===== src/swmpd_pkg.sv =====
`timescale 1ns / 1ps
// ----------------------------------------------------------------------------
// swmpd_pkg
// Shared types, constants, the clipped absolute difference used by the
// window cells and the two-input minimum used by the tree and the top level.
// ----------------------------------------------------------------------------
package swmpd_pkg;

   localparam int SAMPLE_W = 32;
   localparam int DIFF_W   = 31;
   localparam int WSIZE_W  = 7;

   // start value of the running minimum, also "no pair below 2^30"
   localparam logic [DIFF_W-1:0] MIN_START = 31'h4000_0000;

   localparam logic [WSIZE_W-1:0] WSIZE_RESET = 7'd2;

   // broadcast from the top level to every cell
   typedef struct packed {
      logic                       load;
      logic signed [SAMPLE_W-1:0] sample;
   } cell_ctl_type;

   // |a - b| without wrap, clipped to MIN_START
   function automatic logic [DIFF_W-1:0] abs_clip(input logic signed [SAMPLE_W-1:0] a,
                                                  input logic signed [SAMPLE_W-1:0] b);
      logic signed [SAMPLE_W:0] d;
      logic        [SAMPLE_W:0] m;
      d = {a[SAMPLE_W-1], a} - {b[SAMPLE_W-1], b};
      m = d[SAMPLE_W] ? (SAMPLE_W+1)'(-d) : (SAMPLE_W+1)'(d);
      if (m >= (SAMPLE_W+1)'(MIN_START)) begin
         return MIN_START;
      end
      return m[DIFF_W-1:0];
   endfunction

   function automatic logic [DIFF_W-1:0] min2(input logic [DIFF_W-1:0] a,
                                              input logic [DIFF_W-1:0] b);
      return (a < b) ? a : b;
   endfunction

endpackage


===== src/swmpd_min_tree.sv =====
`timescale 1ns / 1ps
// ----------------------------------------------------------------------------
// swmpd_min_tree
// Registered binary minimum tree, one level per cycle, free running.
// Missing leaves are padded with the start value.
// ----------------------------------------------------------------------------
module swmpd_min_tree #(
   parameter int LEAVES = 63
) (
   input  logic                          clock,
   input  logic [swmpd_pkg::DIFF_W-1:0]  leaf_in [LEAVES],
   output logic [swmpd_pkg::DIFF_W-1:0]  root
);
   import swmpd_pkg::*;

   localparam int LEVELS = (LEAVES > 1) ? $clog2(LEAVES) : 1;
   localparam int PAD    = 1 << LEVELS;
   localparam int INNER  = PAD - 1;

   logic [DIFF_W-1:0] leaf    [PAD];
   logic [DIFF_W-1:0] node_ff [INNER];

   for (genvar j = 0; j < PAD; j++) begin : g_leaf
      if (j < LEAVES) begin : g_real
         assign leaf[j] = leaf_in[j];
      end else begin : g_pad
         assign leaf[j] = MIN_START;
      end
   end

   // heap order: node i has children 2i+1 and 2i+2
   for (genvar i = 0; i < INNER; i++) begin : g_node
      logic [DIFF_W-1:0] lhs;
      logic [DIFF_W-1:0] rhs;
      if (2*i+1 < INNER) begin : g_inner
         assign lhs = node_ff[2*i+1];
         assign rhs = node_ff[2*i+2];
      end else begin : g_bottom
         assign lhs = leaf[2*i+1-INNER];
         assign rhs = leaf[2*i+2-INNER];
      end
      always_ff @(posedge clock) begin
         node_ff[i] <= min2(lhs, rhs);
      end
   end

   assign root = node_ff[0];

endmodule


===== config.mk =====
export PLATFORM = sky130hd
export DESIGN_NAME = swmpd_min_tree
export DESIGN_NICKNAME = d
export VERILOG_FILES = /design/src/swmpd_pkg.sv /design/src/swmpd_min_tree.sv
export SDC_FILE = /design/constraint.sdc
export NUM_CORES = 2
export LEC_CHECK = 0
export BUFFER_PORTS_ARGS = -buffer_cell sky130_fd_sc_hd__buf_2
export CORE_AREA = 2 2 769 771
export CTS_BUF_LIST = sky130_fd_sc_hd__clkbuf_2
export DETAILED_ROUTE_END_ITERATION = 16
export DIE_AREA = 0 0 771 773
export PLACE_DENSITY_LB_ADDON = 0.12
export SLEW_MARGIN = 40
export SYNTH_ARGS = -nofsm -noshare
export SYNTH_HDL_FRONTEND = slang
export SYNTH_SLANG_ARGS = --single-unit

===== constraint.sdc =====
create_clock -name clock -period 4.29 [get_ports clock]
set_clock_uncertainty 0.2 [all_clocks]
set_input_delay 0.2145 -clock clock [delete_from_list [all_inputs] [get_ports clock]]
set_output_delay 0.2145 -clock clock [all_outputs]
set_load 0.02 [all_outputs]

==> flow_summary.json, run 1 <==
{
  "syn_area_sq_um": 109000,
  "synthTopCellsByArea": "dfxtp_1 36%, ha_1 21%, mux2_2 18%",
  "cts_root_buffer": "clkbuf_2",
  "syn-num-nets": 14400,
  "io_buffers": 1984,
  "ys_warn_count": 0,
  "htree_levels": 6,
  "status": "aborted with a tool error",
  "async_flop_share_pct": 0,
  "initial_core_util_pct": 18.5,
  "last-stage-reached": "4_1_cts",
  "synth_flop_cell": "dfxtp_1",
  "yosysTopAreaCell": "dfxtp_1",
  "placed_area_sq_um": 129000,
  "hold_buffers": 4271,
  "synth_commonest_cells": "1953 x dfxtp_1, 1872 x inv_1, 1860 x ha_1, 1763 x mux2_2, 628 x a21oi_1",
  "seq_area_frac_synth_pct": 36.0,
  "yosys_register_bits": 1953,
  "stop_error": "[ERROR RSZ-0060] Max buffer count reached.",
  "synth_edf_count": 0,
  "gp_congestion": 0.909,
  "clockBufferDepth": 4,
  "cts.sinks": 1953,
  "io_pins": 1985,
  "cts_setup_buffers": 0,
  "avgSynthCellArea_sq_um": 10.3,
  "die_width_um": 771,
  "synth_top_area_share_pct": 36.0,
  "place_hpwl_um": 465000,
  "die_y_um": 773,
  "netlist_instances": 10600,
  "synthDistinctLibCells": 55,
  "cts_buffers": 621,
  "rows": 282,
  "synth_most_common_cell": "dfxtp_1",
  "cts_resized": 1
}
==> per-stage QoR <==
step                instances  utilization [%]  setup WS [ps]  hold WS [ps]
floorplan               10600                -           1780           105
global placement        20300             21.9           -564           231
detailed placement      20300             21.9          -86.5           230
==> logic make-up after synthesis <==
group                      after synthesis  share of synthesized area [%]
and+or+nand+nor                       1277                           6.13
AOI/OAI and AO/OA                     1488                           8.56
muxes                                 1922                           20.1
DFF                                   1953                           36.0
buffers and inverters                 2064                           7.81
adders and majority gates             1860                           21.4
==> run 2, diff against run 1 <==
--- a/config.mk
+++ b/config.mk
@@ -7,10 +7,9 @@
 export LEC_CHECK = 0
 export BUFFER_PORTS_ARGS = -buffer_cell sky130_fd_sc_hd__buf_2
 export CORE_AREA = 2 2 769 771
-export CTS_BUF_LIST = sky130_fd_sc_hd__clkbuf_2
 export DETAILED_ROUTE_END_ITERATION = 16
 export DIE_AREA = 0 0 771 773
-export PLACE_DENSITY_LB_ADDON = 0.12
+export PLACE_DENSITY_LB_ADDON = 0.15
 export SLEW_MARGIN = 40
 export SYNTH_ARGS = -nofsm -noshare
 export SYNTH_HDL_FRONTEND = slang
==> run 2 against run 1 <==
  * Synthesized area is the same
  * Synthesized cell count is the same
  * The flow now finishes without violations
==> flow_summary.json, run 2 <==
{
  "yosysTopAreaCell": "dfxtp_1",
  "drtIter0Drc": 3350,
  "cpMaxStageDelayCell": "dlygate4sd3_1",
  "regArea_sq_um": 39100,
  "htree_levels": 5,
  "maxSlewViolCount": 0,
  "criticalPathCategory": "primary input to flop",
  "synth_edf_count": 0,
  "clockBufferDepth": 4,
  "seq_area_frac_synth_pct": 36.0,
  "grt-ovfl-total": 0,
  "grt_pass1_vias": 106000,
  "cts.sinks": 1953,
  "cts_root_buffer": "clkbuf_16",
  "worst_pin_slew_ps": 874,
  "core_sq_um": 588000,
  "fin_tns_setup_ps": 0,
  "vias_per_cell": 4.00,
  "die_y_um": 773,
  "max_slew_margin_pct": 41.7,
  "multi_input_area_sq_um": 61800,
  "vias": 99000,
  "grt_max_degree": 32,
  "io_buffers": 1984,
  "rsz0062_at_grt": "no",
  "final-setup-viol-count": 0,
  "drtAntennaViolNets": 0,
  "place_hpwl_um": 465000,
  "synth_flop_cell": "dfxtp_1",
  "status": "completed",
  "power_leakage_nw": 83.1,
  "regMostFlops": "node_ff",
  "yosys_register_bits": 1953,
  "netlist_instances": 10600,
  "die_width_um": 771,
  "layout_min_cycle_time_ps": 3910,
  "initial_core_util_pct": 18.5,
  "synthTopCellsByArea": "dfxtp_1 36%, ha_1 21%, mux2_2 18%",
  "async_flop_share_pct": 0,
  "cts_resized": 0,
  "crit_required_ps": 4800,
  "endpoint_kind": "flop",
  "cts_tree": "yes",
  "die_area_sq_um": 596000,
  "syn-num-nets": 14400,
  "synth_commonest_cells": "1953 x dfxtp_1, 1872 x inv_1, 1860 x ha_1, 1763 x mux2_2, 628 x a21oi_1",
  "fin_crit_sh_pct": 91.1,
  "max_stage_delay_ps": 580,
  "largest_reg_flops": 1953,
  "holdCritPathClass": "primary input to flop",
  "ys_warn_count": 0,
  "nNetsFinal": 20400,
  "crit_chain": "dlygate4sd3_1 -> buf_2 -> ha_1 -> nand4_1 -> nor2_1 -> o21ai_0 -> o211a_1 -> o221ai_4 -> buf_12 -> mux2_2 -> dlygate4sd3_1",
  "drive_gt1_share_pct": 26.2,
  "synthDistinctLibCells": 55,
  "grt_pass1_wl_um": 771000,
  "routed_wl_um": 554000,
  "detail_route.wl_per_cell_um": 22.3,
  "path_buf_inv": 4,
  "layout_commonest_cell": "dlygate4sd3_1",
  "powerDensity_nw_per_um2": 463,
  "drc": 0,
  "gp_congestion": 0.916,
  "grt_antenna_before_repair": 282,
  "numPlacedInstances": 20300,
  "crit_family": "buffers and inverters",
  "fmax_mhz": 256,
  "crit_arrival_ps": 4420,
  "max_cap_violations": 0,
  "timing.critical_path.mode_cell": "dlygate4sd3_1",
  "cp_max_fo": 23,
  "synthToLayoutAreaGrowth_pct": 62.7,
  "cts_buffers": 268,
  "avgSynthCellArea_sq_um": 10.3,
  "synth_most_common_cell": "dfxtp_1",
  "clk_latency_ps": 930,
  "drtPass1Iterations": 5,
  "io_pins": 1985,
  "stdcell_count": 24800,
  "ir_drop_v": 0.000358,
  "final_cell_mix": "3871 x dlygate4sd3_1, 1984 x buf_2, 1953 x dfxtp_1",
  "rows": 282,
  "cp-start-kind": "primary input",
  "clk_pin_slew_worst_paths_ps": 60,
  "synth_top_area_share_pct": 36.0,
  "syn_area_sq_um": 109000,
  "fillCellCount": 61800,
  "hold_viol_final": 0,
  "grtUsageTotal_pct": 17.9,
  "reg_top3": "node_ff: 1953 flops"
}
==> run 2: where the power goes <==
part | switching, mW | internal (mW)
logic | 15.3 | 15.5
clock network | 9.21 | 13.6
registers | 5.16 | 23.0
total | 29.7 | 52.1
==> run 2: area by class of cell <==
class | instances | area share (%)
Clock inverter | 99 | 0.705
Timing Repair Buffer | 5965 | 28.2
Inverter | 1872 | 3.97
Multi-Input combinational cell | 6547 | 35.0
Clock buffer | 367 | 4.31
Sequential cell | 1953 | 22.1
Tap cell | 7810 | 5.53
Antenna cell | 162 | 0.229
==> run 2: routing by layer <==
| metal | up-vias | part of all wire [%] | GRT usage (%) |
|---|---|---|---|
| met5 | - | 0.13 | 0 |
| met4 | 118 | 3.5 | 5.78 |
| met3 | 904 | 4.7 | 3.25 |
| met2 | 2470 | 48 | 31.3 |
| met1 | 46300 | 44 | 22.2 |
| li1 | 49200 | - | - |
==> run 2: logic make-up after synthesis <==
family / share of synthesized area [%]
buffers and inverters: 7.81
DFF: 36.0
muxes: 20.1
adders and majority gates: 21.4
AOI/OAI and AO/OA: 8.56
and+or+nand+nor: 6.13
==> run 2: metrics by stage <==
stage / power [mW] / cell area [sq um] / hold slack (ps) / setup WS, ps / util [%]
after CTS: 84.2 / 176000 / 6.63 / 519 / 30.0
after global placement: 57.0 / 129000 / 232 / 489 / 21.9
final: 81.8 / 177000 / 115 / 383 / 30.1
after floorplan: 42.7 / 109000 / 105 / 1780 / -
after global routing: 87.5 / 177000 / 43.9 / 423 / 30.1
after detailed placement: 56.6 / 129000 / 231 / 592 / 21.9
==> run 2: repair_timing <==
item	in CTS	in global routing
buffers inserted	0	0
hold endpoints to repair	992	0
hold buffers	3871	0
==> run 2: final timing paths <==
path	cells past startpoint	from	endpoint	slack [ps]
max	11	leaf_in[1191]	node_ff[1][370]$_DFF_P_	380
min reg2reg	1	node_ff[1][606]$_DFF_P_	node_ff[0][792]$_DFF_P_	260
max reg2reg	9	node_ff[1][655]$_DFF_P_	node_ff[0][818]$_DFF_P_	690
min	3	leaf_in[647]	node_ff[1][647]$_DFF_P_	110
==> run 2: tightest hold or removal path, cell delays in order <==
cell           delay (ps)
buf_2                 140
mux2_2                200
dlygate4sd3_1         610
No activity file was read; power rests on OpenSTA's default activity.
