==> src/swmpd_pkg.sv <==
`timescale 1ns / 1ps
// ----------------------------------------------------------------------------
// swmpd_pkg
// Shared types, constants, the clipped absolute difference used by the
// window cells and the two-input minimum used by the tree and the top level.
// ----------------------------------------------------------------------------
package swmpd_pkg;

   localparam int SAMPLE_W = 32;
   localparam int DIFF_W   = 31;
   localparam int WSIZE_W  = 7;

   // start value of the running minimum, also "no pair below 2^30"
   localparam logic [DIFF_W-1:0] MIN_START = 31'h4000_0000;

   localparam logic [WSIZE_W-1:0] WSIZE_RESET = 7'd2;

   // broadcast from the top level to every cell
   typedef struct packed {
      logic                       load;
      logic signed [SAMPLE_W-1:0] sample;
   } cell_ctl_type;

   // |a - b| without wrap, clipped to MIN_START
   function automatic logic [DIFF_W-1:0] abs_clip(input logic signed [SAMPLE_W-1:0] a,
                                                  input logic signed [SAMPLE_W-1:0] b);
      logic signed [SAMPLE_W:0] d;
      logic        [SAMPLE_W:0] m;
      d = {a[SAMPLE_W-1], a} - {b[SAMPLE_W-1], b};
      m = d[SAMPLE_W] ? (SAMPLE_W+1)'(-d) : (SAMPLE_W+1)'(d);
      if (m >= (SAMPLE_W+1)'(MIN_START)) begin
         return MIN_START;
      end
      return m[DIFF_W-1:0];
   endfunction

   function automatic logic [DIFF_W-1:0] min2(input logic [DIFF_W-1:0] a,
                                              input logic [DIFF_W-1:0] b);
      return (a < b) ? a : b;
   endfunction

endpackage

==> src/swmpd_cell.sv <==
`timescale 1ns / 1ps
// ----------------------------------------------------------------------------
// swmpd_cell
// One window slot: holds a sample, shifts it on to the next slot when a
// request is loaded and registers its clipped distance to the new sample.
// ----------------------------------------------------------------------------
module swmpd_cell #(
   parameter int CNT_W = 6,
   parameter int INDEX = 0
) (
   input  logic                                 clock,
   input  swmpd_pkg::cell_ctl_type              ctl,
   input  logic [CNT_W-1:0]                     cmp_cnt,
   input  logic signed [swmpd_pkg::SAMPLE_W-1:0] prev_value,
   output logic signed [swmpd_pkg::SAMPLE_W-1:0] held_value,
   output logic [swmpd_pkg::DIFF_W-1:0]          diff_value
);
   import swmpd_pkg::*;

   logic signed [SAMPLE_W-1:0] held_ff;
   logic        [DIFF_W-1:0]   diff_ff;
   logic                       active;

   // only the most recent cmp_cnt slots take part
   assign active = CNT_W'(INDEX) < cmp_cnt;

   always_ff @(posedge clock) begin
      if (ctl.load) begin
         held_ff <= prev_value;
         diff_ff <= active ? abs_clip(ctl.sample, held_ff) : MIN_START;
      end
   end

   assign held_value = held_ff;
   assign diff_value = diff_ff;

endmodule

==> config.mk <==
export PLATFORM = sky130hd
export DESIGN_NAME = swmpd_cell
export DESIGN_NICKNAME = d
export VERILOG_FILES = /design/src/swmpd_pkg.sv /design/src/swmpd_cell.sv
export SDC_FILE = /design/constraint.sdc
export NUM_CORES = 1
export LEC_CHECK = 0
export BUFFER_PORTS_ARGS = -buffer_cell sky130_fd_sc_hd__buf_4
export CORE_MARGIN = 10
export CORE_UTILIZATION = 55
export DETAILED_ROUTE_END_ITERATION = 12
export GPL_TIMING_DRIVEN = 1
export HOLD_SLACK_MARGIN = 0.02
export PLACE_DENSITY = 0.83
export SETUP_SLACK_MARGIN = 0.02
export SLEW_MARGIN = 0
export SYNTH_ARGS = -nofsm -noshare
export SYNTH_HDL_FRONTEND = slang
export SYNTH_SLANG_ARGS = --single-unit
==> constraint.sdc <==
create_clock -name clock -period 9.2 [get_ports clock]
set_clock_uncertainty 0.2 [all_clocks]
set_input_delay 1.84 -clock clock [delete_from_list [all_inputs] [get_ports clock]]
set_output_delay 1.84 -clock clock [all_outputs]
set_load 0.02 [all_outputs]
Yosys cells after proc, flatten, opt, wreduce, memory -nomap -nowiden
Index checks and enable logic that the tools add are counted.
Widths: inputs -> output; s select.
{"block": "classes", "muxes": 5, "addsub": 2, "n_lt_le_gt_ge": 2}
{"cell": "$mux 31", "n": 2}
{"cell": "$ge 33x31->1 const B", "n": 1}
{"cell": "$mux 33", "n": 1}
{"cell": "$neg 33->33", "n": 1}
{"cell": "$sub 32x32->33", "n": 1}
{"cell": "$lt 1x6->1 const A", "n": 1}
{"cell": "$mux 1", "n": 2}
{"block": "word_totals", "inputBits": 72, "word_cells": 11, "ff_bits": 63, "output_inout_bits": 63}

Longest topological paths before layout
{"block": "logic_depth", "depth_word": 7, "mapped_depth": 16, "depth_no_buf": 15}

Worst setup path before layout
OpenSTA, ideal clock, no wires.
{"block": "synth_timing", "kind": "in2reg", "start": "input ctl[0] in the netlist's numbering", "end": "register diff_ff[27] (netlist: diff_value[27]), data pin", "setup_slack_ns": 3.411, "t_required_ns": 8.745, "setup_time_ns": 0.255, "arrival_ns": 5.335, "n_path_buf": 1, "path_stages": 16, "path_cell_list": "inv_1 > ha_1 > inv_1 > fa_1 > a21o_1 > nand2b_1 > a211oi_1 > nor2_1 > o41ai_1 > xor2_1 > nor4b_1 > nand4_1 > o2111a_1 > o21ai_2 > buf_6 > nor2_1"}
{"block": "synth_between", "elab_chain_cells": 7}
{"element": "start: declaration", "line": "swmpd_cell.sv:12", "rtl": "input swmpd_pkg::cell_ctl_type ctl,"}
{"element": "$sub 32x32->33 *", "line": "swmpd_pkg.sv:29", "rtl": "d = {a[SAMPLE_W-1], a} - {b[SAMPLE_W-1], b};"}
{"element": "$neg 33->33", "line": "swmpd_pkg.sv:30", "rtl": "m = d[SAMPLE_W] ? (SAMPLE_W+1)'(-d) : (SAMPLE_W+1)'(d);"}
{"element": "$mux 33 *", "line": "swmpd_pkg.sv:30"}
{"element": "$ge 33x31->1", "line": "swmpd_pkg.sv:31", "rtl": "if (m >= (SAMPLE_W+1)'(MIN_START)) begin"}
{"element": "$mux 1", "line": "swmpd_pkg.sv:31"}
{"element": "$mux 1", "line": "swmpd_cell.sv:28", "rtl": "if (ctl.load) begin"}
{"element": "$mux 31 *", "line": "swmpd_pkg.sv:34", "rtl": "return m[DIFF_W-1:0];"}
{"element": "end signal: assignment", "line": "swmpd_cell.sv:30", "rtl": "diff_ff <= active ? abs_clip(ctl.sample, held_ff) : MIN_START;"}
{"element": "end: declaration", "line": "swmpd_cell.sv:21", "rtl": "logic [DIFF_W-1:0] diff_ff;"}
Mark *: on every way between the ends. The rest lies on a longest branch, timed or not. The select of a mux whose other input is x is not followed.
A chain may end at the register's enable or synchronous reset.

Worst setup path in the final report
{"block": "layout_timing", "start": "input ctl[4] in the netlist's numbering", "end": "register diff_ff[12] (netlist: diff_value[12]), data pin"}
The elaborated chain is that of the path after synthesis.

==> impl_results.rst <==
.. list-table::
   :header-rows: 1

   * - Metric
     - Value
   * - Outcome
     - completed
   * - Setup TNS after final layout
     - 0 ps
   * - CTS Root Buffer Type
     - sky130_fd_sc_hd__clkbuf_8
   * - RSZ-0062 raised after global routing
     - false
   * - Final setup violation count
     - 0
   * - Initial detailed-routing violation count
     - roughly 320
   * - Worst IR drop on VDD
     - 0.108 mV
   * - Most common cell after layout, fill and taps aside
     - sky130_fd_sc_hd__buf_4
   * - # Max-Cap Violations
     - 0
   * - Hold slack final
     - ~550 ps
   * - Netlist area before placement
     - slightly below 5000 sq um
   * - Startpoint of the lowest-slack register-to-register path
     - held_value[4]
   * - Residual overflow from global routing
     - 0
   * - Via density per instance
     - approximately 5.7
   * - Hold-fix buffer count after cts
     - 0
   * - Average wire length per cell after detail routing
     - about 17 um
   * - Worst setup SP type
     - input port
   * - Critical-path maximum fanout
     - 31
   * - H-Tree Depth
     - 3
   * - Router iterations before antenna repair
     - 5
   * - Startpoint-to-endpoint class of the critical path
     - in2reg
   * - Number of hold-slack violations in the final timing report
     - 0
   * - Worst min path class
     - reg2reg
   * - Critical Path AT
     - roughly 6700 ps
   * - Post-CTS setup repair buffer count
     - 0
   * - Number of synthesis warnings
     - 0
   * - Maximum root-to-sink buffer count
     - 2
   * - Terminus of the critical flop-to-flop path
     - diff_value[12]
   * - FF+latch count, synth
     - 63
   * - Vias after detailed routing
     - between 4000 and 5000
   * - Core occupancy in the finished layout
     - ~70%
   * - DIE HEIGHT
     - roughly 110 um
   * - Initial core utilization
     - 56.7%
   * - Most used flip-flop cell after synthesis
     - sky130_fd_sc_hd__edfxtp_1
   * - Ratio of total power to cell area
     - around 180 nW/um^2
   * - Part of the cycle the worst path needs
     - 74.4%
   * - Number of enable flip-flop cells after synthesis
     - 63
   * - Highest-count cells in the layout ignoring fill and taps
     - sky130_fd_sc_hd__buf_4, sky130_fd_sc_hd__nor2_1, sky130_fd_sc_hd__edfxtp_1
   * - Num rows
     - 34
   * - Crit path capture type
     - flip-flop
   * - Net count of the finished layout
     - roughly 770
   * - Least-Margin Pin Slew
     - 1240 ps
   * - Netlist cell types
     - 62
   * - Port Buf Inserts
     - approximately 130
   * - Quantity of gates resized following cts
     - 0
   * - Data required time at the worst endpoint
     - approximately 9000 ps
   * - Number of antenna repair diodes
     - 0
   * - Core region area
     - 8720 sq um
   * - TritonCTS sink count
     - 63
   * - Maximum clock frequency
     - around 150 MHz
   * - CP startpoint
     - ctl[4]
   * - Leakage Power
     - roughly 2.7 nW
   * - Worst R2R Setup Slack
     - about 3500 ps
   * - Die area
     - 13200 sq um
   * - Vias in the first global route
     - approximately 4500
   * - Average instance area after synthesis
     - 9.17 sq um
   * - CTS tree
     - yes
   * - End of the critical path
     - diff_value[12]
   * - Source-to-sink clock delay at the later pin of the worst-skew pair
     - between 300 and 400 ps
   * - Count of antenna-violating nets left after detailed routing
     - 0
   * - Gp weighted congestion
     - roughly 0.86
   * - Remaining routing DRC violations
     - 0
   * - Max_slew headroom
     - between 15 and 20%
   * - First-pass GRT wire length
     - approximately 22000 um
   * - Ratio of cells with drive above 1 in the final layout
     - between 20 and 30%
   * - Length in cells of the worst reg-to-reg path
     - 13
   * - Post-detailed-placement half-perimeter wirelength
     - 10600 um
   * - Final critical path time including I/O delays and setup
     - approximately 6800 ps
   * - Filler instances
     - ~690
   * - Post-synthesis sequential area ratio
     - between 30% and 40%
   * - Async set or reset register ratio after synthesis
     - 0%
   * - Total nets after synthesis
     - between 600 and 700
   * - IO Pins
     - roughly 140
   * - Post-CTS clock slew at the launch and capture registers of the worst setup and hold paths
     - 80 ps
   * - Synthesized instance count
     - between 500 and 600
   * - Number of antenna violations at the first check in global routing
     - 0
   * - Die Width
     - 115 um
   * - Total wire length
     - ~13000 um
   * - Area Growth Syn to Fin
     - 25.3%
   * - Total CTS buffers
     - 9
   * - Largest net degree at the start of global routing
     - 64
   * - Overall global routing resource usage
     - between 10% and 20%
   * - Pins over their slew limit
     - 0
power by group:
| group | leakage, nW | total, mW | switching, mW | internal (mW) |
|---|---|---|---|---|
| clock network | 0.105 | 0.272 | 0.119 | 0.153 |
| logic | 1.93 | 0.468 | 0.278 | 0.190 |
| registers | 0.639 | 0.372 | 0.0113 | 0.361 |
| total | 2.68 | 1.11 | 0.408 | 0.703 |
state kept, by name, summed over array words and instances, names as in the netlist:
name	flops
diff_value	31
held_value	32
logic make-up after synthesis:
kind of cell,Yosys count,synth area share (%)
adders and majority gates,34,8.76
buffers and inverters,61,5.32
AOI/OAI and AO/OA,148,20.7
xor gates and xnor gates,48,8.51
muxes,2,0.405
DFF,63,38.3
and+or+nand+nor,183,18.1
cell usage after synthesis (4+ instances only):
master,number,area share [%]
sky130_fd_sc_hd__nor3_1,7,0.71
sky130_fd_sc_hd__buf_6,4,0.91
sky130_fd_sc_hd__nand3_1,13,1.3
sky130_fd_sc_hd__nand2_1,41,3.1
sky130_fd_sc_hd__a2111oi_0,4,0.71
sky130_fd_sc_hd__o211ai_1,8,1.2
sky130_fd_sc_hd__nor2b_1,9,1.1
sky130_fd_sc_hd__xnor2_1,28,5.0
sky130_fd_sc_hd__ha_1,33,8.4
sky130_fd_sc_hd__or2_2,8,1.0
sky130_fd_sc_hd__inv_1,40,3.0
sky130_fd_sc_hd__nand4_1,8,1.0
sky130_fd_sc_hd__clkbuf_1,14,1.1
sky130_fd_sc_hd__nand2b_1,4,0.51
sky130_fd_sc_hd__a21oi_1,43,4.4
sky130_fd_sc_hd__edfxtp_1,63,38
sky130_fd_sc_hd__o21ai_0,29,2.9
sky130_fd_sc_hd__a21o_1,8,1.2
sky130_fd_sc_hd__o31ai_1,5,0.76
sky130_fd_sc_hd__nor2_1,66,5.0
sky130_fd_sc_hd__o21a_1,6,0.91
sky130_fd_sc_hd__a211oi_1,5,0.76
sky130_fd_sc_hd__nor4_1,6,0.76
sky130_fd_sc_hd__and4_1,4,0.71
sky130_fd_sc_hd__xor2_1,20,3.5
sky130_fd_sc_hd__and2_1,5,0.63
sky130_fd_sc_hd__a31oi_1,6,0.76
per-stage QoR:
stage	instances	cell area, sq um	worst slack (ps)	power, mW
after floorplan	539	4940	3410	0.706
after global placement	760	5970	2300	0.833
final	776	6190	2360	1.11
after global routing	776	6190	1760	1.18
after detailed placement	760	5970	2040	0.843
after CTS	776	6190	2400	1.11
worst max-delay path: stages:
cell                        delay (ps)
sky130_fd_sc_hd__buf_4             110
sky130_fd_sc_hd__ha_1              440
sky130_fd_sc_hd__nand3_1           140
sky130_fd_sc_hd__nand2b_1          220
sky130_fd_sc_hd__a2111oi_0         980
sky130_fd_sc_hd__o21ba_2           290
sky130_fd_sc_hd__nor2_1             60
sky130_fd_sc_hd__xnor2_1           190
sky130_fd_sc_hd__nor4b_1           780
sky130_fd_sc_hd__nand4_1           310
sky130_fd_sc_hd__o2111a_1          340
sky130_fd_sc_hd__o21ai_2           830
sky130_fd_sc_hd__nor2_1            140
worst min-delay path by stage:
stage | from | slack [ps] | endpoint | cells past startpoint
floorplan | held_value[0] | 640 | diff_value[0] | 2
global placement | held_value[0] | 550 | diff_value[0] | 2
detailed placement | held_value[0] | 530 | diff_value[0] | 2
CTS | held_value[0] | 550 | diff_value[0] | 2
global route | held_value[0] | 600 | diff_value[0] | 2
finish | held_value[0] | 550 | diff_value[0] | 2
area by class of cell:
class	count	area (sq um)	area share (%)
Clock buffer	9	124	2.00
Clock inverter	7	97.6	1.58
Inverter	40	150	2.42
Multi-Input combinational cell	415	2790	45.0
Sequential cell	63	1890	30.6
Tap cell	108	135	2.18
Timing Repair Buffer	134	1010	16.2
per-layer routing:
layer	GRT usage (%)	part of all wire, %
met5	0	0
met4	4.54	0.63
met3	6.82	9.8
met2	30.5	45
met1	25.6	45
Power figures use the tool's default switching activity.
